File: src/rtl/sctc_pkg.sv
// Shared types and constants for the scan-code to character FIFO.
// No dependencies; imported by every other module of the block.
`default_nettype none

package sctc_pkg;

    // Operation codes of an input word.
    localparam logic [1:0] OP_SCAN = 2'd0;
    localparam logic [1:0] OP_READ = 2'd1;
    localparam logic [1:0] OP_LOAD = 2'd2;

    // Scan codes with a special meaning (scan code set 1).
    localparam logic [7:0] SC_LSHIFT_MAKE  = 8'h2a;
    localparam logic [7:0] SC_RSHIFT_MAKE  = 8'h36;
    localparam logic [7:0] SC_LSHIFT_BREAK = 8'haa;
    localparam logic [7:0] SC_RSHIFT_BREAK = 8'hb6;
    localparam logic [7:0] SC_EXTEND       = 8'he0;

    // Keymap geometry: 512 rows of two columns.
    localparam int KEY_ROWS   = 512;
    localparam int KEY_ADDR_W = $clog2(KEY_ROWS * 2);

    // Depth of the command queue between front and back.
    localparam int Q_DEPTH = 4;

    // Command kinds handed from the front to the back.
    localparam logic [1:0] KIND_NONE = 2'd0;
    localparam logic [1:0] KIND_PUSH = 2'd1;
    localparam logic [1:0] KIND_POP  = 2'd2;

    typedef struct packed {
        logic [1:0] kind;
        logic [7:0] ch;
    } cmd_t;

endpackage

`default_nettype wire

File: src/rtl/sctc_queue.sv
// Short command queue that decouples the front end from the back end.
// Depends on sctc_pkg for the command type and the queue depth.
`default_nettype none

module sctc_queue
    import sctc_pkg::*;
(
    input  wire logic clk,
    input  wire logic rst_n,
    input  wire logic push_valid,
    output logic      push_stall,
    input  wire cmd_t push_cmd,
    output logic      pop_valid,
    input  wire logic pop_stall,
    output cmd_t      pop_cmd
);

    localparam int PTR_W = $clog2(Q_DEPTH);
    localparam int CNT_W = $clog2(Q_DEPTH + 1);

    cmd_t             entry_reg [Q_DEPTH];
    logic [PTR_W-1:0] wr_ptr_reg;
    logic [PTR_W-1:0] rd_ptr_reg;
    logic [CNT_W-1:0] count_reg;
    logic [CNT_W-1:0] count_next;

    logic do_push;
    logic do_pop;

    assign push_stall = (count_reg == CNT_W'(Q_DEPTH));
    assign pop_valid  = (count_reg != '0);
    assign do_push    = push_valid && !push_stall;
    assign do_pop     = pop_valid && !pop_stall;
    assign pop_cmd    = entry_reg[rd_ptr_reg];

    always_comb
    begin
        count_next = count_reg;
        if (do_push && !do_pop)
            count_next = count_reg + 1'b1;
        else if (do_pop && !do_push)
            count_next = count_reg - 1'b1;
    end

    always_ff @(posedge clk or negedge rst_n)
    begin
        if (!rst_n)
        begin
            wr_ptr_reg <= '0;
            rd_ptr_reg <= '0;
            count_reg  <= '0;
        end
        else
        begin
            count_reg <= count_next;
            if (do_push)
                wr_ptr_reg <= (wr_ptr_reg == PTR_W'(Q_DEPTH - 1)) ? '0 : wr_ptr_reg + 1'b1;
            if (do_pop)
                rd_ptr_reg <= (rd_ptr_reg == PTR_W'(Q_DEPTH - 1)) ? '0 : rd_ptr_reg + 1'b1;
        end
    end

    always_ff @(posedge clk)
    begin
        if (do_push)
            entry_reg[wr_ptr_reg] <= push_cmd;
    end

endmodule

`default_nettype wire

File: config.mk
export PLATFORM = sky130hd
export DESIGN_NAME = sctc_queue
export DESIGN_NICKNAME = d
export VERILOG_FILES = /design/src/rtl/sctc_pkg.sv /design/src/rtl/sctc_queue.sv
export SDC_FILE = /design/constraint.sdc
export NUM_CORES = 1
export LEC_CHECK = 0
export BUFFER_PORTS_ARGS = -buffer_cell sky130_fd_sc_hd__buf_2
export CAP_MARGIN = 20
export CORE_ASPECT_RATIO = 1.2
export CORE_MARGIN = 3
export CORE_UTILIZATION = 43
export DETAILED_ROUTE_END_ITERATION = 8
export HOLD_SLACK_MARGIN = 0.15
export PLACE_DENSITY = 0.68
export SLEW_MARGIN = 20
export SYNTH_ARGS = -nofsm -noshare
export SYNTH_HDL_FRONTEND = slang
export SYNTH_SLANG_ARGS = --single-unit
File: constraint.sdc
create_clock -name clk -period 2 [get_ports clk]
set_input_delay 0.2 -clock clk [delete_from_list [all_inputs] [get_ports clk]]
set_output_delay 0.2 -clock clk [all_outputs]
set_load 0.01 [all_outputs]
After elaboration in Yosys (flattened, before gate mapping)

Memories as Yosys holds them, arrays and structs flattened.
Index checks and enable logic that the tools add are counted.

Register bits: 7
Bits in writable memories: 40
Input port bits: 14
Output and inout bits: 12
Logic and storage cells: 27
Memories kept: 1

$add $sub $neg: 4
Eq/ne operators: 3
Multiplexer cells: 6
Reductions and logical operators: 10

Memory list:

| memory    | words | width | read ports | clocked after memory_dff | write ports | RTL line         | text |
|---|---|---|---|---|---|---|---|
| entry_reg | 4     | 10    | 1          | 0                        | 1           | sctc_queue.sv:21 | `cmd_t entry_reg [Q_DEPTH];` |

Operators with widths:

| operator                                          | count |
|---|---|
| two-way mux 3 bit                                 | 2 |
| adder 2 x 1 -> 2 bit (second input constant)      | 2 |
| equality test 2 bit (second input constant)       | 2 |
| logical AND 1 bit                                 | 4 |
| zero test 1 bit                                   | 4 |
| two-way mux 2 bit                                 | 2 |
| adder 3 x 1 -> 3 bit (second input constant)      | 1 |
| equality test 3 bit (second input constant)       | 1 |
| nonzero test 3 bit                                | 1 |
| subtractor 3 x 1 -> 3 bit (second input constant) | 1 |
| two-way mux 1 bit                                 | 2 |
| nonzero test 2 bit                                | 1 |

Longest topological paths before layout

Depth in word-level cells: 7
Mapped depth: 9
Mapped depth without buffers: 9

Worst setup path before layout

No wires, ideal clock.

Path kind: register to register
Start point: reg count_reg[0]
End point: reg count_reg[2]
Library setup time: 0.079 ns
Arrival time: 1.960 ns
Data required time: 1.921 ns
Path slack: -0.039 ns
Cell stages (with the launch flop): 10
Path buffers: 0
Period minus slack after synthesis: 2.039 ns
Cell sequence: dfrtp_1 or3_4 nor2b_4 inv_1 ha_1 inv_1 fa_1 xor2_1 nor2_1 xor2_1

Elaborated cells on any way between the ends: 14
Classes of those cells: add/sub (2); eq/ne (1); mux (2); reduce/logical (9)

RTL lines:

| element                                                        | RTL line         | text |
|---|---|---|
| from (decl)                                                    | sctc_queue.sv:24 | `logic [CNT_W-1:0] count_reg;` |
| from (signal assigned)                                         | sctc_queue.sv:55 | `count_reg <= count_next;` |
| nonzero test 3 bit *                                           | sctc_queue.sv:31 | `assign pop_valid = (count_reg != '0);` |
| via pop_valid                                                  | sctc_queue.sv:13 | `output logic pop_valid,` |
| logical AND 1 bit *                                            | sctc_queue.sv:33 | `assign do_pop = pop_valid && !pop_stall;` |
| zero test 1 bit                                                | sctc_queue.sv:39 | `if (do_push && !do_pop)` |
| logical AND 1 bit                                              | sctc_queue.sv:39 |  |
| two-way mux 3 bit / nonzero test 2 bit (equally long branches) | n/a              |  |

The timed path passes the listed nets; every way through them passes the cells marked *. The select of a mux whose other input is x is not followed.
A chain may end at the register's enable or synchronous reset.

Final worst setup path

Start point: reg count_reg[0]
End point: reg count_reg[2]

Word-level cells in the longest chain between the ends: 6
Elaborated cells on any way between the ends: 14
Classes of those cells: add/sub (2); eq/ne (1); mux (2); reduce/logical (9)

RTL lines:

| element |
|---|
| branches (longest 6 deep; another with subtractor 3 x 1 -> 3 bit) |

Parallel ways; which one is timed is not known. The select of a mux whose other input is x is not followed.

==> metrics.txt <==
clk root buf clkbuf_8; Final Hold Viols 0; average wire per standard cell 15.02 um; TritonRoute pass-1 iters 4; vias after detailed routing 951; Final Max Slew Viols 0; Post-Syn Instances 90; CTS buffer count 5; initial drt markers 47; Synth Register Bits 47; max-cap check violation count 0; vias in the first global route 1072; # fillers 325; CTS tree built; arrival time at the worst endpoint 2190 ps; dpl hpwl 2065 um; CP required 2220 ps; Power Dens Cells 1354 nW/um^2; leakage 0.9180 nW; crit end category flip-flop; Setup violations, final 0; peak supply drop 0.0006820 V; worst slew pin tran 508.4 ps; worst skew pair latency 300 ps; period utilization 98.90%; r2r setup slk 20 ps; synth unique cells 18; largest fanout on the critical path 2; Tightest Hold Check Type in -> async; CTS clk-pin slew, worst paths 80 ps; post-synthesis sequential area ratio 72.46%; clk buf depth 2; Worst setup SP type flip-flop; WHS 261.3 ps; Critical-path top delay cell dfrtp_1; synthesized area 1899 um^2; Final #Nets 165; max reg flops 40; relative slew slack 66.11%; crit path cell chain or3_4 -> nor2b_4 -> inv_2 -> ha_4 -> inv_2 -> fa_2 -> xor2_1 -> nor2_1 -> xor2_1; reg2reg path depth 9; syn avg cell area 21.10 um^2; die area 5254 um^2; largest net degree at the start of global routing 17; Ant. Diodes 0; share of layout cells above drive strength 1 48.28%; fmax 0.5056 GHz; GP Congestion 0.6497; final cell count without fillers 199; Ys Warns 0; final core utilization 58.81%; vias per cell 4.779; GRT Util Overall 13.40%; Post-Syn Nets 111; Critical Path Max Stage Delay 380 ps; DIE HEIGHT 78.81 um; FP Rows 25; Routed Antenna Nets 0; DRC Markers 0; I/O Pins 26; PortBufs 25; total negative setup slack 0 ps; TritonCTS Sinks 47; global-route wire length before repair 5023 um; initial antenna violation count 0; Worst Clk Skew 7.779 ps; number of cells after detailed placement 175; GRT overflow 0; synthesis-to-finish area growth 26.88%; Final Critical Period 1978 ps; RSZ-0062 raised after global routing true; Die Span X 66.67 um; core box area 4098 um^2; status finished, final reports clean; Setup CP Type reg -> reg; H-tree Lvls 2; total wire length 2989 um; Initial Utilization 46.35%
==> repair_timing <==
item | in CTS | in global routing
pin swaps | 2 | 3
hold endpoints to repair | 47 | 0
setup buffers | 3 | 2
resized for setup | 0 | 5
setup endpoints to repair | 1 | 2
hold buffers | 11 | 0
==> per-stage QoR <==
step / instance area, um^2 / worst slack, ps / total power, W
2_1_floorplan: 1904 / -32.75 / 0.002215
3_3_place_gp: 2147 / 41.78 / 0.002582
3_5_place_dp: 2147 / -96.26 / 0.002643
4_1_cts: 2372 / -38.65 / 0.003255
5_1_grt: 2410 / -98.28 / 0.003489
6_report: 2410 / 21.98 / 0.003264
==> layout make-up <==
type	instances	area [um^2]	share of cell area (%)
Sequential cell	47	1376	57.11
Multi-Input combinational cell	36	514.2	21.34
Timing Repair Buffer	50	344.1	14.28
Clock buffer	5	68.82	2.856
Tap cell	54	67.56	2.804
Clock inverter	3	23.77	0.9865
Inverter	4	15.01	0.6231
==> cell usage after synthesis, drive strengths merged <==
cell type	count	area (um^2)
and2	4	25.02
buf	3	17.52
dfrtp	7	175.2
edfxtp	40	1201
fa	1	20.02
ha	6	75.07
inv	4	15.01
mux2	5	63.81
mux4	10	225.2
nor2	3	11.26
nor2b	2	20.02
nor3b	1	12.51
or3	1	11.26
xnor2	1	8.760
xor2	2	17.52
==> worst max-delay path, delay by kind of cell (launching register included) <==
family	cells	cell delay (ps)
simple gates	3	640
buf+inv	2	80
fa+ha+maj	2	450
xor+xnor	2	330
flops	1	380
==> final timing paths <==
kind | end | from
setup / recovery | count_reg[2]$_DFFE_PN0P_ | count_reg[0]$_DFFE_PN0P_
hold / removal | wr_ptr_reg[0]$_DFFE_PN0P_ | rst_n
setup reg to reg | count_reg[2]$_DFFE_PN0P_ | count_reg[0]$_DFFE_PN0P_
hold reg to reg | count_reg[2]$_DFFE_PN0P_ | count_reg[2]$_DFFE_PN0P_
max in group asynchronous | count_reg[1]$_DFFE_PN0P_ | rst_n
min in group clk | count_reg[0]$_DFFE_PN0P_ | pop_stall
==> logic make-up (layout without fill, tap and decap cells) <==
group,Yosys count,count (layout),synth area share (%)
xor+xnor,3,3,1.384
mux,15,15,15.22
buf+inv,7,62,1.713
fa+ha+maj,7,7,5.007
simple gates,11,11,4.216
flops,47,47,72.46
==> power by group <==
group	leakage, nW	total, W	switching [W]	internal [W]
sequential	0.449	0.00144	0.000121	0.00132
clock	0.0408	0.000567	0.000317	0.000250
combinational	0.429	0.00126	0.000556	0.000702
total	0.918	0.00326	0.000994	0.00227
==> cell usage in the layout (no fill, tap or decap), drive strengths merged <==
master       count
dlygate4sd3     11
or3              1
clkinvlp         2
dfrtp            7
xnor2            1
mux2             5
buf             39
edfxtp          40
nor2             3
ha               6
inv              5
and2             4
fa               1
mux4            10
nor2b            2
nor3b            1
clkbuf           5
xor2             2
==> metal layers <==
layer  share of wire (%)  track usage [%]  vias to the layer above  wire length, um
li1                    -                -                      452                -
met1                  38            15.09                      466             1131
met2                  54            22.52                       28             1627
met3                 6.0            5.092                        5              178
met4                 1.7            5.488                        0               51
met5                   0                0                        -                0
(Power assumes the default switching activity.)
