File: config.mk
export PLATFORM = sky130hd
export DESIGN_NAME = sctc_back
export DESIGN_NICKNAME = d
export VERILOG_FILES = /design/src/rtl/sctc_pkg.sv /design/src/rtl/sctc_back.sv
export SDC_FILE = /design/constraint.sdc
export NUM_CORES = 2
export LEC_CHECK = 0
export BUFFER_PORTS_ARGS = -buffer_cell sky130_fd_sc_hd__buf_4
export CORE_ASPECT_RATIO = 0.9
export CORE_MARGIN = 10
export CORE_UTILIZATION = 55
export DETAILED_ROUTE_END_ITERATION = 8
export GPL_TIMING_DRIVEN = 1
export HOLD_SLACK_MARGIN = 0.15
export PLACE_DENSITY = 0.79
export REMOVE_ABC_BUFFERS = 1
export SLEW_MARGIN = 20
export SYNTH_ARGS = -nofsm -noshare
export SYNTH_HDL_FRONTEND = slang
export SYNTH_SLANG_ARGS = --single-unit
File: constraint.sdc
create_clock -name clk -period 5.6 [get_ports clk]
set_input_delay 0.56 -clock clk [delete_from_list [all_inputs] [get_ports clk]]
set_output_delay 0.56 -clock clk [all_outputs]
set_load 0.02 [all_outputs]
File: src/rtl/sctc_pkg.sv
// Shared types and constants for the scan-code to character FIFO.
// No dependencies; imported by every other module of the block.
`default_nettype none

package sctc_pkg;

    // Operation codes of an input word.
    localparam logic [1:0] OP_SCAN = 2'd0;
    localparam logic [1:0] OP_READ = 2'd1;
    localparam logic [1:0] OP_LOAD = 2'd2;

    // Scan codes with a special meaning (scan code set 1).
    localparam logic [7:0] SC_LSHIFT_MAKE  = 8'h2a;
    localparam logic [7:0] SC_RSHIFT_MAKE  = 8'h36;
    localparam logic [7:0] SC_LSHIFT_BREAK = 8'haa;
    localparam logic [7:0] SC_RSHIFT_BREAK = 8'hb6;
    localparam logic [7:0] SC_EXTEND       = 8'he0;

    // Keymap geometry: 512 rows of two columns.
    localparam int KEY_ROWS   = 512;
    localparam int KEY_ADDR_W = $clog2(KEY_ROWS * 2);

    // Depth of the command queue between front and back.
    localparam int Q_DEPTH = 4;

    // Command kinds handed from the front to the back.
    localparam logic [1:0] KIND_NONE = 2'd0;
    localparam logic [1:0] KIND_PUSH = 2'd1;
    localparam logic [1:0] KIND_POP  = 2'd2;

    typedef struct packed {
        logic [1:0] kind;
        logic [7:0] ch;
    } cmd_t;

endpackage

`default_nettype wire

File: src/rtl/sctc_back.sv
// Back end: carries out push and pop commands on the character ring and
// drives the registered result word. Depends on sctc_pkg.
`default_nettype none

module sctc_back
    import sctc_pkg::*;
#(
    parameter int FIFO_DEPTH = 256
)
(
    input  wire logic       clk,
    input  wire logic       rst_n,
    input  wire logic       cmd_valid,
    output logic            cmd_stall,
    input  wire cmd_t       cmd,
    output logic            out_valid,
    input  wire logic       out_stall,
    output logic            read_valid,
    output logic [7:0]      read_char,
    output logic [8:0]      fill_level,
    output logic            flushed
);

    localparam int SLOT_W = $clog2(FIFO_DEPTH);
    localparam int CNT_W  = $clog2(FIFO_DEPTH + 1);

    logic [7:0]        char_mem [FIFO_DEPTH];
    logic [7:0]        rd_q_reg;
    logic [SLOT_W-1:0] wr_slot_reg;
    logic [SLOT_W-1:0] wr_slot_next;
    logic [SLOT_W-1:0] rd_slot_reg;
    logic [SLOT_W-1:0] rd_slot_next;
    logic [CNT_W-1:0]  count_reg;
    logic [CNT_W-1:0]  count_next;
    logic              out_valid_reg;
    logic              read_valid_reg;
    logic              flushed_reg;
    logic [8:0]        fill_reg;

    logic              exec;
    logic              full;
    logic              is_push;
    logic              pop_ok;
    logic              mem_we;
    logic [SLOT_W-1:0] mem_wa;

    function automatic logic [SLOT_W-1:0] next_slot(input logic [SLOT_W-1:0] s);
        next_slot = (s == SLOT_W'(FIFO_DEPTH - 1)) ? '0 : s + 1'b1;
    endfunction

    assign exec      = cmd_valid && (!out_valid_reg || !out_stall);
    assign cmd_stall = out_valid_reg && out_stall;
    assign full      = (count_reg == CNT_W'(FIFO_DEPTH));
    assign is_push   = (cmd.kind == KIND_PUSH);
    assign pop_ok    = (cmd.kind == KIND_POP) && (count_reg != '0);
    assign mem_we    = exec && is_push;
    // A push into a full ring empties it first, so it lands in slot zero.
    assign mem_wa    = full ? '0 : wr_slot_reg;

    always_comb
    begin
        wr_slot_next = wr_slot_reg;
        rd_slot_next = rd_slot_reg;
        count_next   = count_reg;
        if (is_push)
        begin
            wr_slot_next = next_slot(mem_wa);
            if (full)
            begin
                rd_slot_next = '0;
                count_next   = CNT_W'(1);
            end
            else
                count_next = count_reg + 1'b1;
        end
        else if (pop_ok)
        begin
            rd_slot_next = next_slot(rd_slot_reg);
            count_next   = count_reg - 1'b1;
        end
    end

    always_ff @(posedge clk or negedge rst_n)
    begin
        if (!rst_n)
        begin
            wr_slot_reg   <= '0;
            rd_slot_reg   <= '0;
            count_reg     <= '0;
            out_valid_reg <= 1'b0;
        end
        else
        begin
            if (exec)
            begin
                wr_slot_reg   <= wr_slot_next;
                rd_slot_reg   <= rd_slot_next;
                count_reg     <= count_next;
                out_valid_reg <= 1'b1;
            end
            else if (!out_stall)
                out_valid_reg <= 1'b0;
        end
    end

    always_ff @(posedge clk)
    begin
        if (mem_we)
            char_mem[mem_wa] <= cmd.ch;
        if (exec && pop_ok)
            rd_q_reg <= char_mem[rd_slot_reg];
    end

    always_ff @(posedge clk)
    begin
        if (exec)
        begin
            read_valid_reg <= pop_ok;
            flushed_reg    <= is_push && full;
            fill_reg       <= 9'(count_next);
        end
    end

    assign out_valid  = out_valid_reg;
    assign read_valid = read_valid_reg;
    assign read_char  = read_valid_reg ? rd_q_reg : 8'd0;
    assign fill_level = fill_reg;
    assign flushed    = flushed_reg;

`ifndef SYNTHESIS
    a_count_bound: assert property (@(posedge clk) disable iff (!rst_n)
        count_reg <= CNT_W'(FIFO_DEPTH))
        else $error("ring count beyond its depth");

    a_flush_not_read: assert property (@(posedge clk) disable iff (!rst_n)
        out_valid_reg && flushed_reg |-> !read_valid_reg)
        else $error("result word both flushed and read");

    a_flush_restart: assert property (@(posedge clk) disable iff (!rst_n)
        exec && is_push && full |=> count_reg == CNT_W'(1) && rd_slot_reg == '0)
        else $error("push into full ring did not restart it");

    a_empty_pop_holds: assert property (@(posedge clk) disable iff (!rst_n)
        exec && cmd.kind == KIND_POP && count_reg == '0 |=>
            $stable(count_reg) && $stable(rd_slot_reg) && !read_valid_reg)
        else $error("read of empty ring changed state");
`endif

endmodule

`default_nettype wire

# ---- Word-level counts from Yosys, hierarchy flattened
# Memories as Yosys holds them, arrays and structs flattened. A register that Yosys moved wholly into a read port is not among the register bits.
# Cells that the tools add are included.
dict set report classes {
  n_eq_ne 7
  n_reduce_logical 13
  n_mux 14
  addsub 4
}
# cell n
set ops {}
lappend ops {{8-bit 2-to-1 mux} 7}
lappend ops {{9-bit 2-to-1 mux} 3}
lappend ops {{8-bit by 1-bit adder with 8-bit output (second input constant)} 2}
lappend ops {{8-bit == test (second input constant)} 2}
lappend ops {{9-bit by 1-bit adder with 9-bit output (second input constant)} 1}
lappend ops {{9-bit == test (second input constant)} 1}
lappend ops {{9-bit nonzero test} 1}
lappend ops {{9-bit by 1-bit subtractor with 9-bit output (second input constant)} 1}
lappend ops {{1-bit logical AND} 6}
lappend ops {{1-bit 2-to-1 mux} 4}
lappend ops {{3-bit AND reduction} 1}
lappend ops {{2-bit by 1-bit == test with 1-bit output (second input constant)} 1}
lappend ops {{2-bit == test (second input constant)} 1}
lappend ops {{1-bit zero test} 2}
lappend ops {{2-bit by 1-bit != test with 1-bit output (second input constant)} 1}
lappend ops {{2-bit != test (second input constant)} 1}
lappend ops {{2-bit AND reduction} 1}
lappend ops {{2-bit nonzero test} 1}
lappend ops {{1-bit logical OR} 1}
dict set report totals {
  out_inout_bits 21
  mem_count 1
  elab_cells 46
  ramBits 2048
  register_bits 37
  input_bits 14
}
# name words word_bits rd rd_clocked_by_memory_dff wr line_no
set memory_table {}
lappend memory_table {char_mem 256 8 1 1 1 sctc_back.sv:27} ;# logic [7:0] char_mem [FIFO_DEPTH];

# ---- Longest topological paths before layout
dict set report logic_depth {
  depth_word 6
  ltp_mapped 13
  depth_no_buf 10
}

# ---- Worst setup path before layout
# OpenSTA, ideal clock, no wires.
dict set report synth_timing {
  path_type {register -> register}
  from {reg count_reg[0]}
  to {mem char_mem[14][0] (enable)}
  period_less_slack_ns 2.882
  setup_slack_ns 2.718
  required_time_ns 5.229
  path_buffers 3
  path_stages_with_launch 10
  setup_time_ns 0.371
  arrival_time_ns 2.512
  cell_sequence {dfrtp_1 inv_1 ha_1 nor3b_1 and3_1 clkbuf_1 buf_2 a21oi_1 clkbuf_1 nor2_1}
}
dict set report synth_between {
  elab_chain_len 2
}
# element line_no
set synth_rtl {}
lappend synth_rtl {{from (decl)} sctc_back.sv:33} ;# logic [CNT_W-1:0] count_reg;
lappend synth_rtl {{from (signal assigned)} sctc_back.sv:98} ;# count_reg <= count_next;
lappend synth_rtl {{9-bit == test} sctc_back.sv:53} ;# assign full = (count_reg == CNT_W'(FIFO_DEPTH));
lappend synth_rtl {{8-bit 2-to-1 mux} sctc_back.sv:58} ;# assign mem_wa = full ? '0 : wr_slot_reg;
lappend synth_rtl {{to (decl)} sctc_back.sv:27}
# No other way between the ends.

# ---- Worst setup path in the final report
dict set report layout_timing {
  from {reg count_reg[0]}
  to {mem char_mem[248][0] (enable)}
}
# The elaborated chain is that of the path after synthesis.

==> results.md <==
* Synth Area in XOR/XNOR at 0.0425%
* Crit start category: flop
* Layout cells sized above 1 at around a fifth
* Path type of the worst setup path: reg2reg
* Post-CTS setup buffers at 0
* # IOs at 35
* Largest register FFs at slightly above 2000
* Final critical-path required period at 4.57 ns
* Clk_skew at 0.0406 ns
* Post-layout util at between 60 and 70%
* Unrepaired setup endpoints after global routing: no
* Grt total ovfl at 0
* H-tree Lvls at 4
* Initial DRC count at 7406
* Final net count at 4256
* Peak supply drop at 354 uV
* Worst path slowest cell: nand3_1
* Clk pwr share at 32.9%
* Port buffer count at 34
* Max Root-Sink Buffers at 3
* Gr usage total at 25.8%
* Internal power at roughly 29 mW
* P&R area growth vs syn at 10.8%
* Fin cells at 6386
* Area of the die at between 150000 and 200000 um^2
* Max-slew violations at 0
* Clock Tree Root: clkbuf_16
* CTS Buf Count at between 150 and 200
* Leak at approximately 29 nW
* Switching share of total power at 29.6%
* Hold WC Path Type: in2reg
* DP HPWL at 129000 um
* Final hold slack at 0.195 ns
* Gpl congestion at 0.922
* Routed wire length at 218000 um
* Syn Area/Cell at 20.0 um^2
* Core area at 149000 um^2
* NetSw at 12.1 mW
* Vias per cell at 6.92
* Number of flops mapped to enable cells by yosys at 2067
* Worst-Skew Late Latency at 0.86 ns
* FMAX at 219 MHz
* Crit. End Element: flop
* Number of global-route vias before repair at 43400
* Overall power at 40.8 mW
* Placed cells at 6006
* Logic pwr share at 23.9%
* Post-synth cell types at 70
* First-pass DRT Iterations at 8
* Main synth FF type: edfxtp_1
* Placed cell area at 84800 um^2
* Final hold vios at 0
* Die height at 387 um
* Mux contribution to synthesized area at 14.7%
* Setup violators final at 0
* Largest family of logic cells by synthesized area: multiplexers
* Yosys reg bits at 2093
* Initial antenna violation count at 6
* Simple-gate portion of the synthesized area at under 10%
* YS warnings at 0
* Number of sinks on the clock net at 2093
* Post-Syn Area at a little over 80000 um^2
* Crit path max fanout at 14
* Slew headroom at 20.0%
* Syn Inst Count at 4124
* Compound-Gate Fraction of Synth Area at around 3.8%
* Part of the power in registers at 43.2%
* Worst-Margin Slew at 1.19 ns
* Initial Utilization at 55.5%
* CP Cell Sequence: inv_1 > ha_1 > nor3b_1 > nand3_1 > nand3_1 > nand2b_1 > buf_4 > nor2_1
* Die W at 428 um
* Clk slew on worst S/H paths at ~0.06 ns
* DRC at 0
* Final worst-path cycle share at 81.5%
* Post-layout instance area at around 91000 um^2
* CTS tree: built
* Row cnt at 134
* Largest net degree at the start of global routing at roughly 220
* DRT antenna net count at 0
* First-pass GRT wire length at 314000 um
* Synth Area in Adders at less than 1%
* Max-cap viol count at 0
* Worst EP arrival at 5.03 ns
* Pwr dens at 447 nW/um^2
* Seq/Total Area, Yosys at about three quarters
* Run status: completed
* Most common cell on crit path: nand3_1
* Data required, critical path at 6.06 ns
* Total number of vias at 44200
* Post-synth ARST share at 1.24%
* Wirelength per Cell at between 30 and 40 um
* Worst path max stage delay at 0.94 ns
## path summary, 6_finish.rpt
check | startpoint | end | slack [ns] | depth (start not counted)
setup / recovery | count_reg[0] | char_mem[248][0] | 1.03 | 8
hold / removal | cmd[6] | char_mem[78][6] | 0.19 | 1
setup reg to reg | count_reg[0] | char_mem[248][0] | 1.03 | 8
hold reg to reg | count_reg[0] | count_reg[0] | 0.63 | 1
max in group asynchronous | rst_n | count_reg[3] | 3.88 | 4
min in group asynchronous | rst_n | rd_slot_reg[3] | 0.71 | 3
## synthesized netlist by cell type (50+ instances only)
cell | number | area, um^2
edfxtp_1 | 2067 | 62100
clkbuf_1 | 91 | 342
buf_2 | 66 | 330
mux2i_1 | 255 | 2550
a21oi_1 | 76 | 380
a221oi_1 | 87 | 762
nand3_1 | 50 | 250
nor2_1 | 329 | 1230
nand2_1 | 101 | 379
o21ai_0 | 81 | 405
a22oi_1 | 63 | 473
mux4_2 | 400 | 9010
## per-layer routing
metal  wire length [um]  vias to the layer above  global-route usage [%]
met2              97700                     3778                    38.0
li1                   -                    17300                       -
met1              76300                    22500                    35.5
met3              31800                      632                    8.06
met5                 57                        -                       0
met4              11700                        8                    11.8
## power by group through the flow
stage          combinational [mW]  clock (mW)  sequential (mW)
5_1_grt                      10.1        14.1             17.6
2_1_floorplan                4.88           0             18.3
6_report                     9.77        13.4             17.6
3_3_place_gp                 9.24           0             18.0
4_1_cts                      9.47        13.5             17.7
3_5_place_dp                 9.36           0             18.0
## repair_timing
item | 4_1_cts | 5_1_grt
hold buffers | 5 | 0
resized for setup | 0 | 0
endpoints found under the hold margin | 27 | 0
## cell usage in the layout (no fill, tap or decap), drive strengths merged, types with 4 or more instances in the layout
cell type       n
edfxtp       2067
mux4          412
nor2          329
clkbuf        260
mux2i         255
buf           142
nand2         101
a221oi         88
o21ai          87
clkinv         85
a21oi          76
a22oi          63
nand3          50
nor3           37
o22ai          27
dfrtp          26
a211oi         23
inv            22
bufinv         21
nor2b          21
mux2           20
nand2b         18
a31oi          17
and2           15
and3           14
o31ai          13
nor4           10
a221o           9
o221ai          8
nand4           8
a22o            7
or2             7
a311oi          5
clkinvlp        5
dlygate4sd3     5
nor3b           5
nor4b           4
xnor2           4
o311ai          4
## per-stage QoR
| step | setup TNS (ns) | worst slack (ns) |
|---|---|---|
| final | 0 | 1.03 |
| after global routing | 0 | 1.11 |
| after CTS | 0 | 1.16 |
| after detailed placement | 0 | 1.21 |
| after global placement | 0 | 1.23 |
| after floorplan | -295.83 | -19.65 |
## worst max-delay path, delay by kind of cell (launching register included)
kind / cells / cell delay, ns
buffers and inverters: 2 / 0.43
adders and majority gates: 1 / 0.23
and+or+nand+nor: 5 / 3.09
DFF: 1 / 0.42
## logic make-up (layout without fill, tap and decap cells)
group / count (synthesis) / in the layout
flops: 2093 / 2093
other cells: 0 / 3
compound gates: 457 / 457
buf+inv: 253 / 540
xor+xnor: 4 / 4
simple gates: 627 / 627
mux: 687 / 687
fa+ha+maj: 3 / 3
## area by class of cell
type                            count  area (um^2)
Fill cell                        9684        57300
Sequential cell                  2093        62700
Tap cell                         1972         2470
Multi-Input combinational cell   1778        18200
Clock buffer                      252         5220
Inverter                           14         55.1
Antenna cell                        3         7.51
Timing Repair Buffer              155         1500
Clock inverter                    119         1240
Note: power is estimated with default switching activity, not from simulation.
